==> config.mk <==
export PLATFORM = sky130hd
export DESIGN_NAME = xy_vector_line_interpolator_flat
export DESIGN_NICKNAME = d
export VERILOG_FILES = /design/src/hdl/lvi_pkg.sv /design/src/hdl/lvi_if.sv /design/src/hdl/lvi_queue.sv /design/src/hdl/lvi_engine.sv /design/src/hdl/xy_vector_line_interpolator.sv /design/src/flat_wrapper.sv
export VERILOG_INCLUDE_DIRS = /design/src /design/src/hdl
export SDC_FILE = /design/constraint.sdc
export NUM_CORES = 2
export LEC_CHECK = 0
export BUFFER_PORTS_ARGS = -buffer_cell sky130_fd_sc_hd__buf_2
export CAP_MARGIN = 15
export CORE_ASPECT_RATIO = 0.9
export CORE_UTILIZATION = 50
export DETAILED_ROUTE_END_ITERATION = 16
export GPL_TIMING_DRIVEN = 0
export MAX_ROUTING_LAYER = met4
export PLACE_DENSITY = 0.72
export SETUP_SLACK_MARGIN = 0.1
export SLEW_MARGIN = 20
export SYNTH_ARGS = -nofsm -noshare
export SYNTH_HDL_FRONTEND = slang
export SYNTH_HIERARCHICAL = 1
export SYNTH_SLANG_ARGS = --single-unit
==> constraint.sdc <==
create_clock -name clock -period 11.4 [get_ports clock]
set_input_delay 2.28 -clock clock [delete_from_list [all_inputs] [get_ports clock]]
set_output_delay 2.28 -clock clock [all_outputs]
set_load 0.02 [all_outputs]
==> src/hdl/assert_macros.svh <==
`ifndef ASSERT_MACROS_SVH
`define ASSERT_MACROS_SVH

// checks a condition at every clock edge outside reset
`define ASSERT_ALWAYS(lbl, cond, msg) \
   lbl: assert property (@(posedge clock) disable iff (reset) (cond)) \
      else $error(msg);

// checks that a condition leads to a consequence in the same cycle
`define ASSERT_IMPLIES(lbl, ante, cons, msg) \
   lbl: assert property (@(posedge clock) disable iff (reset) (ante) |-> (cons)) \
      else $error(msg);

// checks that a condition leads to a consequence in the next cycle
`define ASSERT_NEXT(lbl, ante, cons, msg) \
   lbl: assert property (@(posedge clock) disable iff (reset) (ante) |=> (cons)) \
      else $error(msg);

`endif

==> src/hdl/lvi_pkg.sv <==
`timescale 1ns / 1ps
package lvi_pkg;
   localparam int FRAC_BITS   = 4;
   localparam int COORD_W     = 14;
   localparam int DELTA_W     = 15;
   localparam int STEP_W      = 11;
   localparam int SQ_W        = 29;
   localparam int ROOT_ITERS  = 15;
   localparam int ITER_W      = 4;
   localparam int QUOT_W      = 14;
   localparam int PROD_W      = 26;
   localparam int POS_W       = 17;
   localparam int CODE_W      = 8;
   localparam int QUEUE_DEPTH = 2;
   localparam int STEP_MAX    = 2047;
   localparam logic [CODE_W-1:0] CODE_MAX = 8'd255;

   typedef enum logic {
      OP_LOAD = 1'b0,
      OP_STEP = 1'b1
   } op_type;

   typedef enum logic {
      CSR_MIRROR_X = 1'b0,
      CSR_MIRROR_Y = 1'b1
   } csr_type;

   typedef struct packed {
      op_type                     op;
      logic signed [COORD_W-1:0] start_x;
      logic signed [COORD_W-1:0] start_y;
      logic signed [COORD_W-1:0] end_x;
      logic signed [COORD_W-1:0] end_y;
   } item_type;

   // position in sub-pixel units to a clamped dac code
   function automatic logic [CODE_W-1:0] to_code(input logic signed [POS_W-1:0] pos);
      logic [POS_W-FRAC_BITS-1:0] pix;
      pix = pos[POS_W-1:FRAC_BITS];
      if (pos[POS_W-1])
         return '0;
      else if (pix > (POS_W-FRAC_BITS)'(CODE_MAX))
         return CODE_MAX;
      else
         return pix[CODE_W-1:0];
   endfunction
endpackage

==> src/hdl/lvi_if.sv <==
`timescale 1ns / 1ps
interface lvi_req_if;
   logic               valid;
   logic               ready;
   logic               op;
   logic signed [13:0] start_x;
   logic signed [13:0] start_y;
   logic signed [13:0] end_x;
   logic signed [13:0] end_y;
   modport source (output valid, op, start_x, start_y, end_x, end_y, input ready);
   modport sink   (input valid, op, start_x, start_y, end_x, end_y, output ready);
endinterface

interface lvi_rsp_if;
   logic       valid;
   logic       ready;
   logic [7:0] dac_x;
   logic [7:0] dac_y;
   logic       last_point;
   modport source (output valid, dac_x, dac_y, last_point, input ready);
   modport sink   (input valid, dac_x, dac_y, last_point, output ready);
endinterface

==> src/hdl/lvi_queue.sv <==
`timescale 1ns / 1ps
`include "assert_macros.svh"
module lvi_queue (
   input  logic               clock,
   input  logic               reset,
   input  logic               push_valid,
   output logic               push_ready,
   input  lvi_pkg::item_type  push_item,
   output logic               pop_valid,
   input  logic               pop_ready,
   output lvi_pkg::item_type  pop_item
);
   import lvi_pkg::*;

   item_type   entry_ff [QUEUE_DEPTH];
   logic       wr_ptr_ff;
   logic       rd_ptr_ff;
   logic [1:0] count_ff;
   logic       push_go;
   logic       pop_go;

   assign push_ready = (count_ff != 2'(QUEUE_DEPTH));
   assign pop_valid  = (count_ff != '0);
   assign pop_item   = entry_ff[rd_ptr_ff];
   assign push_go    = push_valid && push_ready;
   assign pop_go     = pop_valid && pop_ready;

   always_ff @(posedge clock) begin
      if (push_go) begin
         entry_ff[wr_ptr_ff] <= push_item;
      end
   end

   always_ff @(posedge clock) begin
      if (reset) begin
         wr_ptr_ff <= 1'b0;
         rd_ptr_ff <= 1'b0;
         count_ff  <= '0;
      end else begin
         if (push_go) wr_ptr_ff <= ~wr_ptr_ff;
         if (pop_go)  rd_ptr_ff <= ~rd_ptr_ff;
         if (push_go && !pop_go)      count_ff <= count_ff + 2'd1;
         else if (pop_go && !push_go) count_ff <= count_ff - 2'd1;
      end
   end

   `ASSERT_ALWAYS(a_count_range, count_ff <= 2'(QUEUE_DEPTH), "queue count out of range")
   `ASSERT_NEXT(a_ptr_sync, count_ff == '0 && !push_go, wr_ptr_ff == rd_ptr_ff,
                "pointers apart while queue empty")
endmodule

==> src/hdl/lvi_engine.sv <==
`timescale 1ns / 1ps
`include "assert_macros.svh"
module lvi_engine (
   input  logic               clock,
   input  logic               reset,
   input  logic               pop_valid,
   output logic               pop_ready,
   input  lvi_pkg::item_type  pop_item,
   input  logic               mirror_x,
   input  logic               mirror_y,
   lvi_rsp_if.source          rsp
);
   import lvi_pkg::*;

   typedef enum logic [2:0] {
      ST_IDLE, ST_SQUARE, ST_SUM, ST_ROOT, ST_STORE,
      ST_PRODUCT, ST_DIVIDE, ST_EMIT
   } state_type;

   state_type                  state_ff;
   logic [ITER_W-1:0]          iter_ff;
   logic                       seg_active_ff;
   logic signed [COORD_W-1:0]  origin_x_ff, origin_y_ff, pend_x_ff, pend_y_ff;
   logic signed [DELTA_W-1:0]  delta_x_ff, delta_y_ff, dx_ff, dy_ff;
   logic [STEP_W-1:0]          step_total_ff, step_index_ff;
   logic [SQ_W-1:0]            sqx_ff, sqy_ff, rem_ff, res_ff;
   logic                       neg_x_ff, neg_y_ff;
   logic [QUOT_W-1:0]          nlo_x_ff, nlo_y_ff, q_x_ff, q_y_ff;
   logic [STEP_W-1:0]          p_x_ff, p_y_ff;
   logic                       rsp_valid_ff;
   logic [CODE_W-1:0]          dac_x_ff, dac_y_ff;
   logic                       last_ff;

   logic [SQ_W-1:0]            bit_in, trial_in;
   logic signed [2*DELTA_W-1:0] sqx_in, sqy_in;
   logic [STEP_W+5:0]          r5_in;
   logic [STEP_W+5:0]          steps_in;
   logic signed [PROD_W-1:0]   prod_x_in, prod_y_in;
   logic [PROD_W-1:0]          mag_x_in, mag_y_in;
   logic [STEP_W:0]            px_shift_in, py_shift_in;
   logic signed [POS_W-1:0]    qs_x_in, qs_y_in, pos_x_in, pos_y_in;
   logic [CODE_W-1:0]          code_x_in, code_y_in;
   logic                       emit_go;

   assign pop_ready      = (state_ff == ST_IDLE);
   assign rsp.valid      = rsp_valid_ff;
   assign rsp.dac_x      = dac_x_ff;
   assign rsp.dac_y      = dac_y_ff;
   assign rsp.last_point = last_ff;

   always_comb begin
      bit_in    = SQ_W'(1) << {iter_ff, 1'b0};
      trial_in  = res_ff + bit_in;
      sqx_in    = dx_ff * dx_ff;
      sqy_in    = dy_ff * dy_ff;
      // steps are 2.5 per pixel of the root, which is in sub-pixel units
      r5_in     = (STEP_W+6)'(res_ff[ROOT_ITERS-1:0])
                + (STEP_W+6)'({res_ff[ROOT_ITERS-1:0], 2'b00});
      steps_in  = r5_in >> (FRAC_BITS + 1);
      prod_x_in = $signed({1'b0, step_index_ff}) * delta_x_ff;
      prod_y_in = $signed({1'b0, step_index_ff}) * delta_y_ff;
      mag_x_in  = sqx_ff[PROD_W-1] ? PROD_W'(-$signed(sqx_ff[PROD_W-1:0])) : sqx_ff[PROD_W-1:0];
      mag_y_in  = sqy_ff[PROD_W-1] ? PROD_W'(-$signed(sqy_ff[PROD_W-1:0])) : sqy_ff[PROD_W-1:0];
      px_shift_in = {p_x_ff, nlo_x_ff[iter_ff]};
      py_shift_in = {p_y_ff, nlo_y_ff[iter_ff]};
      // floor division rounds a negative quotient with a remainder one lower
      qs_x_in = neg_x_ff ? -$signed(POS_W'(q_x_ff)) - POS_W'(p_x_ff != '0)
                         : $signed(POS_W'(q_x_ff));
      qs_y_in = neg_y_ff ? -$signed(POS_W'(q_y_ff)) - POS_W'(p_y_ff != '0)
                         : $signed(POS_W'(q_y_ff));
      pos_x_in  = POS_W'(origin_x_ff) + qs_x_in;
      pos_y_in  = $signed(POS_W'(CODE_MAX) << FRAC_BITS) - POS_W'(origin_y_ff) + qs_y_in;
      code_x_in = mirror_x ? CODE_MAX - to_code(pos_x_in) : to_code(pos_x_in);
      code_y_in = mirror_y ? CODE_MAX - to_code(pos_y_in) : to_code(pos_y_in);
      emit_go   = (state_ff == ST_EMIT) && (!rsp_valid_ff || rsp.ready);
   end

   always_ff @(posedge clock) begin
      if (reset) begin
         state_ff      <= ST_IDLE;
         iter_ff       <= '0;
         seg_active_ff <= 1'b0;
         origin_x_ff   <= '0;
         origin_y_ff   <= '0;
         delta_x_ff    <= '0;
         delta_y_ff    <= '0;
         step_total_ff <= '0;
         step_index_ff <= '0;
         rsp_valid_ff  <= 1'b0;
      end else begin
         if (rsp_valid_ff && rsp.ready && !emit_go) rsp_valid_ff <= 1'b0;
         case (state_ff)
            ST_IDLE: begin
               if (pop_valid) begin
                  if (pop_item.op == OP_LOAD) begin
                     dx_ff     <= DELTA_W'(pop_item.end_x) - DELTA_W'(pop_item.start_x);
                     dy_ff     <= DELTA_W'(pop_item.start_y) - DELTA_W'(pop_item.end_y);
                     pend_x_ff <= pop_item.start_x;
                     pend_y_ff <= pop_item.start_y;
                     state_ff  <= ST_SQUARE;
                  end else if (seg_active_ff) begin
                     state_ff <= ST_PRODUCT;
                  end
               end
            end
            ST_SQUARE: begin
               sqx_ff   <= SQ_W'(sqx_in);
               sqy_ff   <= SQ_W'(sqy_in);
               state_ff <= ST_SUM;
            end
            ST_SUM: begin
               rem_ff   <= sqx_ff + sqy_ff;
               res_ff   <= '0;
               iter_ff  <= ITER_W'(ROOT_ITERS - 1);
               state_ff <= ST_ROOT;
            end
            ST_ROOT: begin
               if (rem_ff >= trial_in) begin
                  rem_ff <= rem_ff - trial_in;
                  res_ff <= (res_ff >> 1) + bit_in;
               end else begin
                  res_ff <= res_ff >> 1;
               end
               if (iter_ff == '0) state_ff <= ST_STORE;
               else               iter_ff  <= iter_ff - ITER_W'(1);
            end
            ST_STORE: begin
               origin_x_ff   <= pend_x_ff;
               origin_y_ff   <= pend_y_ff;
               delta_x_ff    <= dx_ff;
               delta_y_ff    <= dy_ff;
               if (steps_in == '0)
                  step_total_ff <= STEP_W'(1);
               else if (steps_in > (STEP_W+6)'(STEP_MAX))
                  step_total_ff <= STEP_W'(STEP_MAX);
               else
                  step_total_ff <= steps_in[STEP_W-1:0];
               step_index_ff <= '0;
               seg_active_ff <= 1'b1;
               state_ff      <= ST_IDLE;
            end
            ST_PRODUCT: begin
               // products parked in the square registers for the divide setup
               sqx_ff   <= SQ_W'(prod_x_in);
               sqy_ff   <= SQ_W'(prod_y_in);
               state_ff <= ST_DIVIDE;
               iter_ff  <= ITER_W'(QUOT_W);
            end
            ST_DIVIDE: begin
               if (iter_ff == ITER_W'(QUOT_W)) begin
                  neg_x_ff <= sqx_ff[PROD_W-1];
                  neg_y_ff <= sqy_ff[PROD_W-1];
                  p_x_ff   <= mag_x_in[PROD_W-2:QUOT_W];
                  p_y_ff   <= mag_y_in[PROD_W-2:QUOT_W];
                  nlo_x_ff <= mag_x_in[QUOT_W-1:0];
                  nlo_y_ff <= mag_y_in[QUOT_W-1:0];
                  iter_ff  <= ITER_W'(QUOT_W - 1);
               end else begin
                  if (px_shift_in >= {1'b0, step_total_ff}) begin
                     p_x_ff           <= STEP_W'(px_shift_in - {1'b0, step_total_ff});
                     q_x_ff[iter_ff]  <= 1'b1;
                  end else begin
                     p_x_ff           <= px_shift_in[STEP_W-1:0];
                     q_x_ff[iter_ff]  <= 1'b0;
                  end
                  if (py_shift_in >= {1'b0, step_total_ff}) begin
                     p_y_ff           <= STEP_W'(py_shift_in - {1'b0, step_total_ff});
                     q_y_ff[iter_ff]  <= 1'b1;
                  end else begin
                     p_y_ff           <= py_shift_in[STEP_W-1:0];
                     q_y_ff[iter_ff]  <= 1'b0;
                  end
                  if (iter_ff == '0) state_ff <= ST_EMIT;
                  else               iter_ff  <= iter_ff - ITER_W'(1);
               end
            end
            ST_EMIT: begin
               if (emit_go) begin
                  rsp_valid_ff <= 1'b1;
                  dac_x_ff     <= code_x_in;
                  dac_y_ff     <= code_y_in;
                  last_ff      <= (step_index_ff >= step_total_ff);
                  if (step_index_ff >= step_total_ff) seg_active_ff <= 1'b0;
                  else step_index_ff <= step_index_ff + STEP_W'(1);
                  state_ff <= ST_IDLE;
               end
            end
            default: state_ff <= ST_IDLE;
         endcase
      end
   end

   `ASSERT_IMPLIES(a_total_set, seg_active_ff, step_total_ff != '0,
                   "active segment with zero step count")
   `ASSERT_IMPLIES(a_index_range, seg_active_ff, step_index_ff <= step_total_ff,
                   "step index past step count")
   `ASSERT_NEXT(a_divide_done, state_ff == ST_DIVIDE && iter_ff == '0, state_ff == ST_EMIT,
                "divide did not hand over to emit")
   `ASSERT_NEXT(a_emit_slot, emit_go, rsp_valid_ff,
                "emitted point not shown on the output")
endmodule

==> src/hdl/xy_vector_line_interpolator.sv <==
`timescale 1ns / 1ps
// channel   | direction | transaction
// req_chan  | in        | op, start_x, start_y, end_x, end_y
// rsp_chan  | out       | dac_x, dac_y, last_point
// csr       | in        | csr_we, csr_index, csr_wdata (no read-back)
// a load in the back end runs square, sum, a 15-step integer root and the store
// a point runs multiply, divide setup, a 14-step divide for x and y, the emit
// a two-entry queue lets the input run ahead; the output register frees the divider
// reset is synchronous; mirror_x comes up 1, mirror_y 0, no segment loaded
// a held output stalls the back end only when the next point is ready to leave
module xy_vector_line_interpolator (
   input  logic       clock,
   input  logic       reset,
   lvi_req_if.sink    req_chan,
   lvi_rsp_if.source  rsp_chan,
   input  logic       csr_we,
   input  logic       csr_index,
   input  logic       csr_wdata
);
   import lvi_pkg::*;

   logic     mirror_x_ff;
   logic     mirror_y_ff;
   item_type push_item;
   item_type pop_item;
   logic     pop_valid;
   logic     pop_ready;

   always_ff @(posedge clock) begin
      if (reset) begin
         mirror_x_ff <= 1'b1;
         mirror_y_ff <= 1'b0;
      end else if (csr_we) begin
         case (csr_index)
            CSR_MIRROR_X: mirror_x_ff <= csr_wdata;
            CSR_MIRROR_Y: mirror_y_ff <= csr_wdata;
            default: ;
         endcase
      end
   end

   always_comb begin
      push_item.op      = op_type'(req_chan.op);
      push_item.start_x = req_chan.start_x;
      push_item.start_y = req_chan.start_y;
      push_item.end_x   = req_chan.end_x;
      push_item.end_y   = req_chan.end_y;
   end

   lvi_queue u_queue (
      .clock      (clock),
      .reset      (reset),
      .push_valid (req_chan.valid),
      .push_ready (req_chan.ready),
      .push_item  (push_item),
      .pop_valid  (pop_valid),
      .pop_ready  (pop_ready),
      .pop_item   (pop_item)
   );

   lvi_engine u_engine (
      .clock     (clock),
      .reset     (reset),
      .pop_valid (pop_valid),
      .pop_ready (pop_ready),
      .pop_item  (pop_item),
      .mirror_x  (mirror_x_ff),
      .mirror_y  (mirror_y_ff),
      .rsp       (rsp_chan)
   );
endmodule
==> src/flat_wrapper.sv <==
// flat-port wrapper written by rule: the top's interface ports become plain ports
module xy_vector_line_interpolator_flat import lvi_pkg::*;
  (clock, reset, csr_we, csr_index, csr_wdata, req_chan_valid, req_chan_op, req_chan_start_x, req_chan_start_y, req_chan_end_x, req_chan_end_y, req_chan_ready, rsp_chan_valid, rsp_chan_dac_x, rsp_chan_dac_y, rsp_chan_last_point, rsp_chan_ready);
  lvi_req_if req_chan_i ();
  lvi_rsp_if rsp_chan_i ();
  input  logic clock;
  input  logic reset;
  input  logic csr_we;
  input  logic csr_index;
  input  logic csr_wdata;
  input wire logic [$bits(req_chan_i.valid)-1:0] req_chan_valid;
  input wire logic [$bits(req_chan_i.op)-1:0] req_chan_op;
  input wire logic [$bits(req_chan_i.start_x)-1:0] req_chan_start_x;
  input wire logic [$bits(req_chan_i.start_y)-1:0] req_chan_start_y;
  input wire logic [$bits(req_chan_i.end_x)-1:0] req_chan_end_x;
  input wire logic [$bits(req_chan_i.end_y)-1:0] req_chan_end_y;
  output wire logic [$bits(req_chan_i.ready)-1:0] req_chan_ready;
  output wire logic [$bits(rsp_chan_i.valid)-1:0] rsp_chan_valid;
  output wire logic [$bits(rsp_chan_i.dac_x)-1:0] rsp_chan_dac_x;
  output wire logic [$bits(rsp_chan_i.dac_y)-1:0] rsp_chan_dac_y;
  output wire logic [$bits(rsp_chan_i.last_point)-1:0] rsp_chan_last_point;
  input wire logic [$bits(rsp_chan_i.ready)-1:0] rsp_chan_ready;
  assign req_chan_i.valid = req_chan_valid;
  assign req_chan_i.op = req_chan_op;
  assign req_chan_i.start_x = req_chan_start_x;
  assign req_chan_i.start_y = req_chan_start_y;
  assign req_chan_i.end_x = req_chan_end_x;
  assign req_chan_i.end_y = req_chan_end_y;
  assign req_chan_ready = req_chan_i.ready;
  assign rsp_chan_valid = rsp_chan_i.valid;
  assign rsp_chan_dac_x = rsp_chan_i.dac_x;
  assign rsp_chan_dac_y = rsp_chan_i.dac_y;
  assign rsp_chan_last_point = rsp_chan_i.last_point;
  assign rsp_chan_i.ready = rsp_chan_ready;
  xy_vector_line_interpolator u_core (.clock(clock), .reset(reset), .req_chan(req_chan_i), .rsp_chan(rsp_chan_i), .csr_we(csr_we), .csr_index(csr_index), .csr_wdata(csr_wdata));
endmodule
# Word-level counts from Yosys, hierarchy flattened

Memories as Yosys holds them, arrays and structs flattened. A register that Yosys moved wholly into a read port is not among the register bits.
Index checks and enable logic that the tools add are counted.

Bits in registers: 366
Memory bits (writable): 114
Output and inout port bits: 19
Memories: 1

Memories:

| memory                  | words | bits a word | rd ports | clocked after Yosys merged registers in | write ports | line            | text |
|---|---|---|---|---|---|---|---|
| u_core.u_queue.entry_ff | 2     | 57          | 1        | 1                                       | 1           | lvi_queue.sv:15 | `item_type entry_ff [QUEUE_DEPTH];` |

Add/sub/neg operators: 24
$mul: 4
Order comparisons: 9
Equality and inequality tests: 18
Shifts and indexed selects: 1
Mux-type cells: 56
Bitwise gates (word level): 11
Reduce and logical (&&, ||, !) cells: 38

Operators by type and width:

| operator             | number |
|---|---|
| $pmux 29 s2          | 4 |
| $mux 11              | 8 |
| $add 29x29->29       | 2 |
| $mul 15x15->29       | 2 |
| $mux 29              | 2 |
| $mul 12x15->26       | 2 |
| $mux 25              | 2 |
| $neg 25->25          | 2 |
| $mux 8               | 6 |
| $add 15x17->17       | 2 |
| $mux 17              | 2 |
| $neg 14->17          | 2 |
| $sub 17x1->17        | 2 |
| $sub 14x14->15       | 2 |
| $add 28x29->29       | 1 |
| $ge 29x29->1         | 1 |
| $shl 1x5->29 const A | 1 |
| $sub 29x29->29       | 1 |
| $and 14x14->14       | 2 |
| $mux 14              | 2 |
| $or 14x14->14        | 2 |
| $gt 13x8->1 const B  | 2 |
| $ge 12x11->1         | 2 |
| $pmux 3 s8           | 1 |
| 44 further kinds     | 106 |

# Depth between registers and ports, before layout

Depth in word-level cells: 9
Gate-level depth with buffers: 29

# Hierarchy

The synthesis kept the hierarchy.

Modules (own cells, without submodules):

| module                      | times used | cells an instance | area an instance (um2) | seq. area each (um2) |
|---|---|---|---|---|
| lvi_engine                  | 1          | 5714              | 51983.6                | 9919.5 |
| lvi_queue                   | 1          | 201               | 4339.2                 | 3523.4 |
| xy_vector_line_interpolator | 1          | 9                 | 83.8                   | 40.0 |

# Worst setup path after synthesis

No wires, ideal clock.

Path type: in2reg
Start: input port reset
End: register u_core.u_engine.dx_ff[0] (enable)
Arrival time: 8.635 ns
Data required time: 10.763 ns
Slack: 2.128 ns
Stages on the path: 3
Buffers on the path: 2
Cell sequence: clkbuf_1 -> clkbuf_1 -> nor4b_1

Longest elaborated chain between the ends: 2

RTL lines:

| element                           | line              | text |
|---|---|---|
| start, declared                   | flat_wrapper.sv:7 | `input logic reset;` |
| $not 1->1 (no source line)        | -                 |  |
| $reduce_and 4->1 (no source line) | -                 |  |
| end signal, assigned              | lvi_engine.sv:96  | `dx_ff <= DELTA_W'(pop_item.end_x) - DELTA_W'(pop_item.start_x);` |
| end, declared                     | lvi_engine.sv:24  | `logic signed [DELTA_W-1:0] delta_x_ff, delta_y_ff, dx_ff, dy_ff;` |

No other way between the ends.
A chain may end at the register's enable or synchronous reset.

# Worst setup path in the final report

Start: register u_core.u_engine.iter_ff[0]
End: register u_core.u_engine.rem_ff[20] (enable)

Longest elaborated chain between the ends: 5

RTL lines:

| element                           | line              | text |
|---|---|---|
| start, declared                   | lvi_engine.sv:21  | `logic [ITER_W-1:0] iter_ff;` |
| start signal, assigned            | lvi_engine.sv:114 | `iter_ff <= ITER_W'(ROOT_ITERS - 1);` |
| start signal, assigned            | lvi_engine.sv:125 | `else iter_ff <= iter_ff - ITER_W'(1);` |
| start signal, assigned            | lvi_engine.sv:147 | `iter_ff <= ITER_W'(QUOT_W);` |
| $shl 1x5->29                      | lvi_engine.sv:52  | `bit_in = SQ_W'(1) << {iter_ff, 1'b0};` |
| $add 29x29->29                    | lvi_engine.sv:53  | `trial_in = res_ff + bit_in;` |
| $ge 29x29->1                      | lvi_engine.sv:118 | `if (rem_ff >= trial_in) begin` |
| $ne 2x2->1 (no source line)       | -                 |  |
| $reduce_and 3->1 (no source line) | -                 |  |
| end signal, assigned              | lvi_engine.sv:112 | `rem_ff <= sqx_ff + sqy_ff;` |
| end signal, assigned              | lvi_engine.sv:119 | `rem_ff <= rem_ff - trial_in;` |
| end, declared                     | lvi_engine.sv:26  | `logic [SQ_W-1:0] sqx_ff, sqy_ff, rem_ff, res_ff;` |

No other way between the ends.

==> impl_metrics.ini <==
[setup_path]
arrival_ns = 8.13
cp.required_ns = 11.64
worstSetupPathType = register to register
start_kind = register
reg2reg_setup_slack_ns = 3.51
critPathMaxFanout = 29
r2r_start = u_core/u_engine/iter_ff[0]
critical_path.startpoint = u_core/u_engine/iter_ff[0]
reg2regPathDepth = 24
reg2reg_to = u_core/u_engine/rem_ff[20]
endpoint_kind = register

[layout]
fin_nets = 7360
area_growth_pct = 7.551
final_core_util = 0.5442
final_layout_size_suffix_gt1_frac = 0.05341

[worst_hold_path]
holdPathEnd = u_core/u_engine/origin_y_ff[5]
hold_depth = 2
hp-start = u_core/u_engine/origin_y_ff[5]
hold_class = register to register

[sta]
post-route-period-util = 0.6920
setup_viol = 0
clock_skew_ns = 0.05228
fmax_mhz = 126.8
drv_slew = 0
fin_crit_ns = 7.888
worst_slew_margin_rel = 0.1744
timing.hold.ws_ns = 0.4649
rsz0062_at_grt = no
hold_violations = 0
tns_ns = 0
tightest_slew_ns = 1.238

[global_routing]
antenna_found_initial = 9
grt_pass1_vias = 42935
grt_pass1_wl_um = 241600
grt_use_total = 0.2834
overflow = 0
grt_max_degree = 53

[drt]
wl_um = 154300
route.detailed.drc = 0
drtPass1Iterations = 8
dr_total_vias = 42663
dr.first_iter.drc_count = 4088
viasPerCell = 5.611
wl_per_cell_um = 20.29
drtAntennaViolNets = 0

[flow_run]
cap_violations = 0

[clock_network]
ctsRootBufferMaster = clkbuf_16
cts.sink_count = 481
ctsResizeCount = 0
clk_pin_slew_ns = 0.06
post_cts_buffers = 0
clk_path_buf_depth = 3
cts_buffers = 52
clk_latency_ns = 0.66
tritoncts = built
htree_levels = 2
holdBufCountCts = 0

[synthesis]
synthFlopType = edfxtp_1
postSynthNetCount = 7205
synth_area_um2 = 56410
synth.area.top_cells = fa_1 25%, edfxtp_1 20%, ha_1 12%
async_flop_share = 0
synth_cells = 5924
synth_top_area_share = 0.2456
synth_top_area_cell = fa_1
ys_top_cells_by_count = 1037 x inv_1, 692 x fa_1, 662 x nand2_1, 525 x ha_1, 385 x edfxtp_1
synth_cell_types = 88
seq_area_frac_synth = 0.2390
yosys_register_bits = 481
avgSynthCellArea_um2 = 9.522
synth_warnings = 6
yosysMostFrequentCell = inv_1
synth-edff-count = 385

[place]
port_buffers = 82
place_hpwl_um = 126500
place_congestion = 0.9819

[floorplanning]
core_um2 = 111500
die_w_um = 356.0
ioPinCount = 83
std_cell_rows = 116
initial_core_util = 0.5060
die-area_um2 = 114200
die_y_um = 320.6

[status]
status = finished clean
worst max-delay path, stage by stage (launching register included):
cell	delay [ns]
dfxtp_1	0.46
buf_1	0.54
inv_1	0.19
ha_1	0.39
nand2_1	0.28
inv_1	0.17
ha_1	0.23
a31oi_1	0.28
o21bai_1	0.16
a31oi_1	0.35
o31ai_1	0.23
a21boi_0	0.42
o21ai_0	0.17
a41oi_1	0.33
o21bai_1	0.15
xnor2_1	0.21
ha_1	0.41
nand4_1	0.18
nor2_1	0.19
a41oi_1	0.13
nand2_1	0.08
a221o_1	0.20
clkbuf_1	0.40
clkbuf_1	0.54
o21a_2	0.74
cell usage in the layout, fill, tap and decap left out, types with 44 or more instances in the layout:
cell	instances
a21o_1	78
fa_1	692
nor2b_1	70
edfxtp_1	385
xor2_1	131
nor2_1	284
clkbuf_1	181
a21oi_1	272
inv_1	1036
dfxtp_1	96
and3_1	44
o21ai_0	236
ha_1	525
nand2_1	662
nor3_1	59
mux2_2	64
nand2b_1	44
nand3_1	50
xnor2_1	229
buf_2	92
clkbuf_16	55
and2_1	278
per-stage QoR:
step / cell area [µm²] / setup WS (ns) / cells
3_5_place_dp: 58890 / 3.633 / 7500
4_1_cts: 60650 / 3.634 / 7598
5_1_grt: 60660 / 2.906 / 7602
6_report: 60670 / 3.512 / 7603
2_1_floorplan: 56410 / 2.128 / 5924
3_3_place_gp: 58660 / -1.345 / 7481
cell families (layout without fill, tap and decap cells):
logic type / after synthesis / count (layout) / share of synthesized area
buf+inv: 1230 / 1429 / 0.08238
other cells: 0 / 5 / 0
mux: 101 / 101 / 0.02076
fa+ha+maj: 1217 / 1217 / 0.3621
flops: 481 / 481 / 0.2390
xor+xnor: 361 / 361 / 0.05619
compound gates: 913 / 913 / 0.1025
simple gates: 1621 / 1621 / 0.1371
sequential cells by signal, summed over array words and instances (netlist names), 14 cells and up, named ones only:
register and count:
u_core/u_engine/res_ff 29, u_core/u_engine/origin_y_ff 14, u_core/u_engine/dy_ff 15, u_core/u_engine/dx_ff 15
u_core/u_engine/delta_x_ff 15, u_core/u_engine/sqx_ff 29, u_core/u_engine/nlo_y_ff 14, u_core/u_engine/pend_x_ff 14
u_core/u_queue/entry_ff 114, u_core/u_engine/sqy_ff 29, u_core/u_engine/rem_ff 29, u_core/u_engine/delta_y_ff 15
u_core/u_engine/origin_x_ff 14, u_core/u_engine/pend_y_ff 14, u_core/u_engine/nlo_x_ff 14
layer usage:
layer / part of all wire / up-vias / global-route usage
met2: 0.45 / 1647 / 0.4394
li1: - / 19656 / -
met1: 0.42 / 21058 / 0.3781
met3: 0.091 / 302 / 0.04819
met5: 0 / - / -
met4: 0.037 / 0 / 0.09070
area by class of cell:
type / instances / area, µm²
inverter: 1037 / 3895
multi-input combinational: 4213 / 38310
buffer: 193 / 758.2
antenna: 5 / 12.51
clock inverter: 30 / 299.0
sequential: 481 / 13480
fill: 9939 / 50800
timing repair buffer: 101 / 601.8
clock buffer: 68 / 1465
tap: 1475 / 1846
how the worst max path moves through the flow:
stage / to / cells past startpoint
2_1_floorplan: u_core/u_engine/dx_ff[0] / 3
3_3_place_gp: u_core/u_engine/dy_ff[12] / 4
3_5_place_dp: u_core/u_engine/sqy_ff[28] / 21
4_1_cts: u_core/u_engine/rem_ff[17] / 24
5_1_grt: u_core/u_engine/rem_ff[15] / 26
6_report: u_core/u_engine/rem_ff[20] / 24
Power is left out: the tool's default activity adds up to more than one toggle a clock period on the data nets, which glitch-free logic cannot reach.
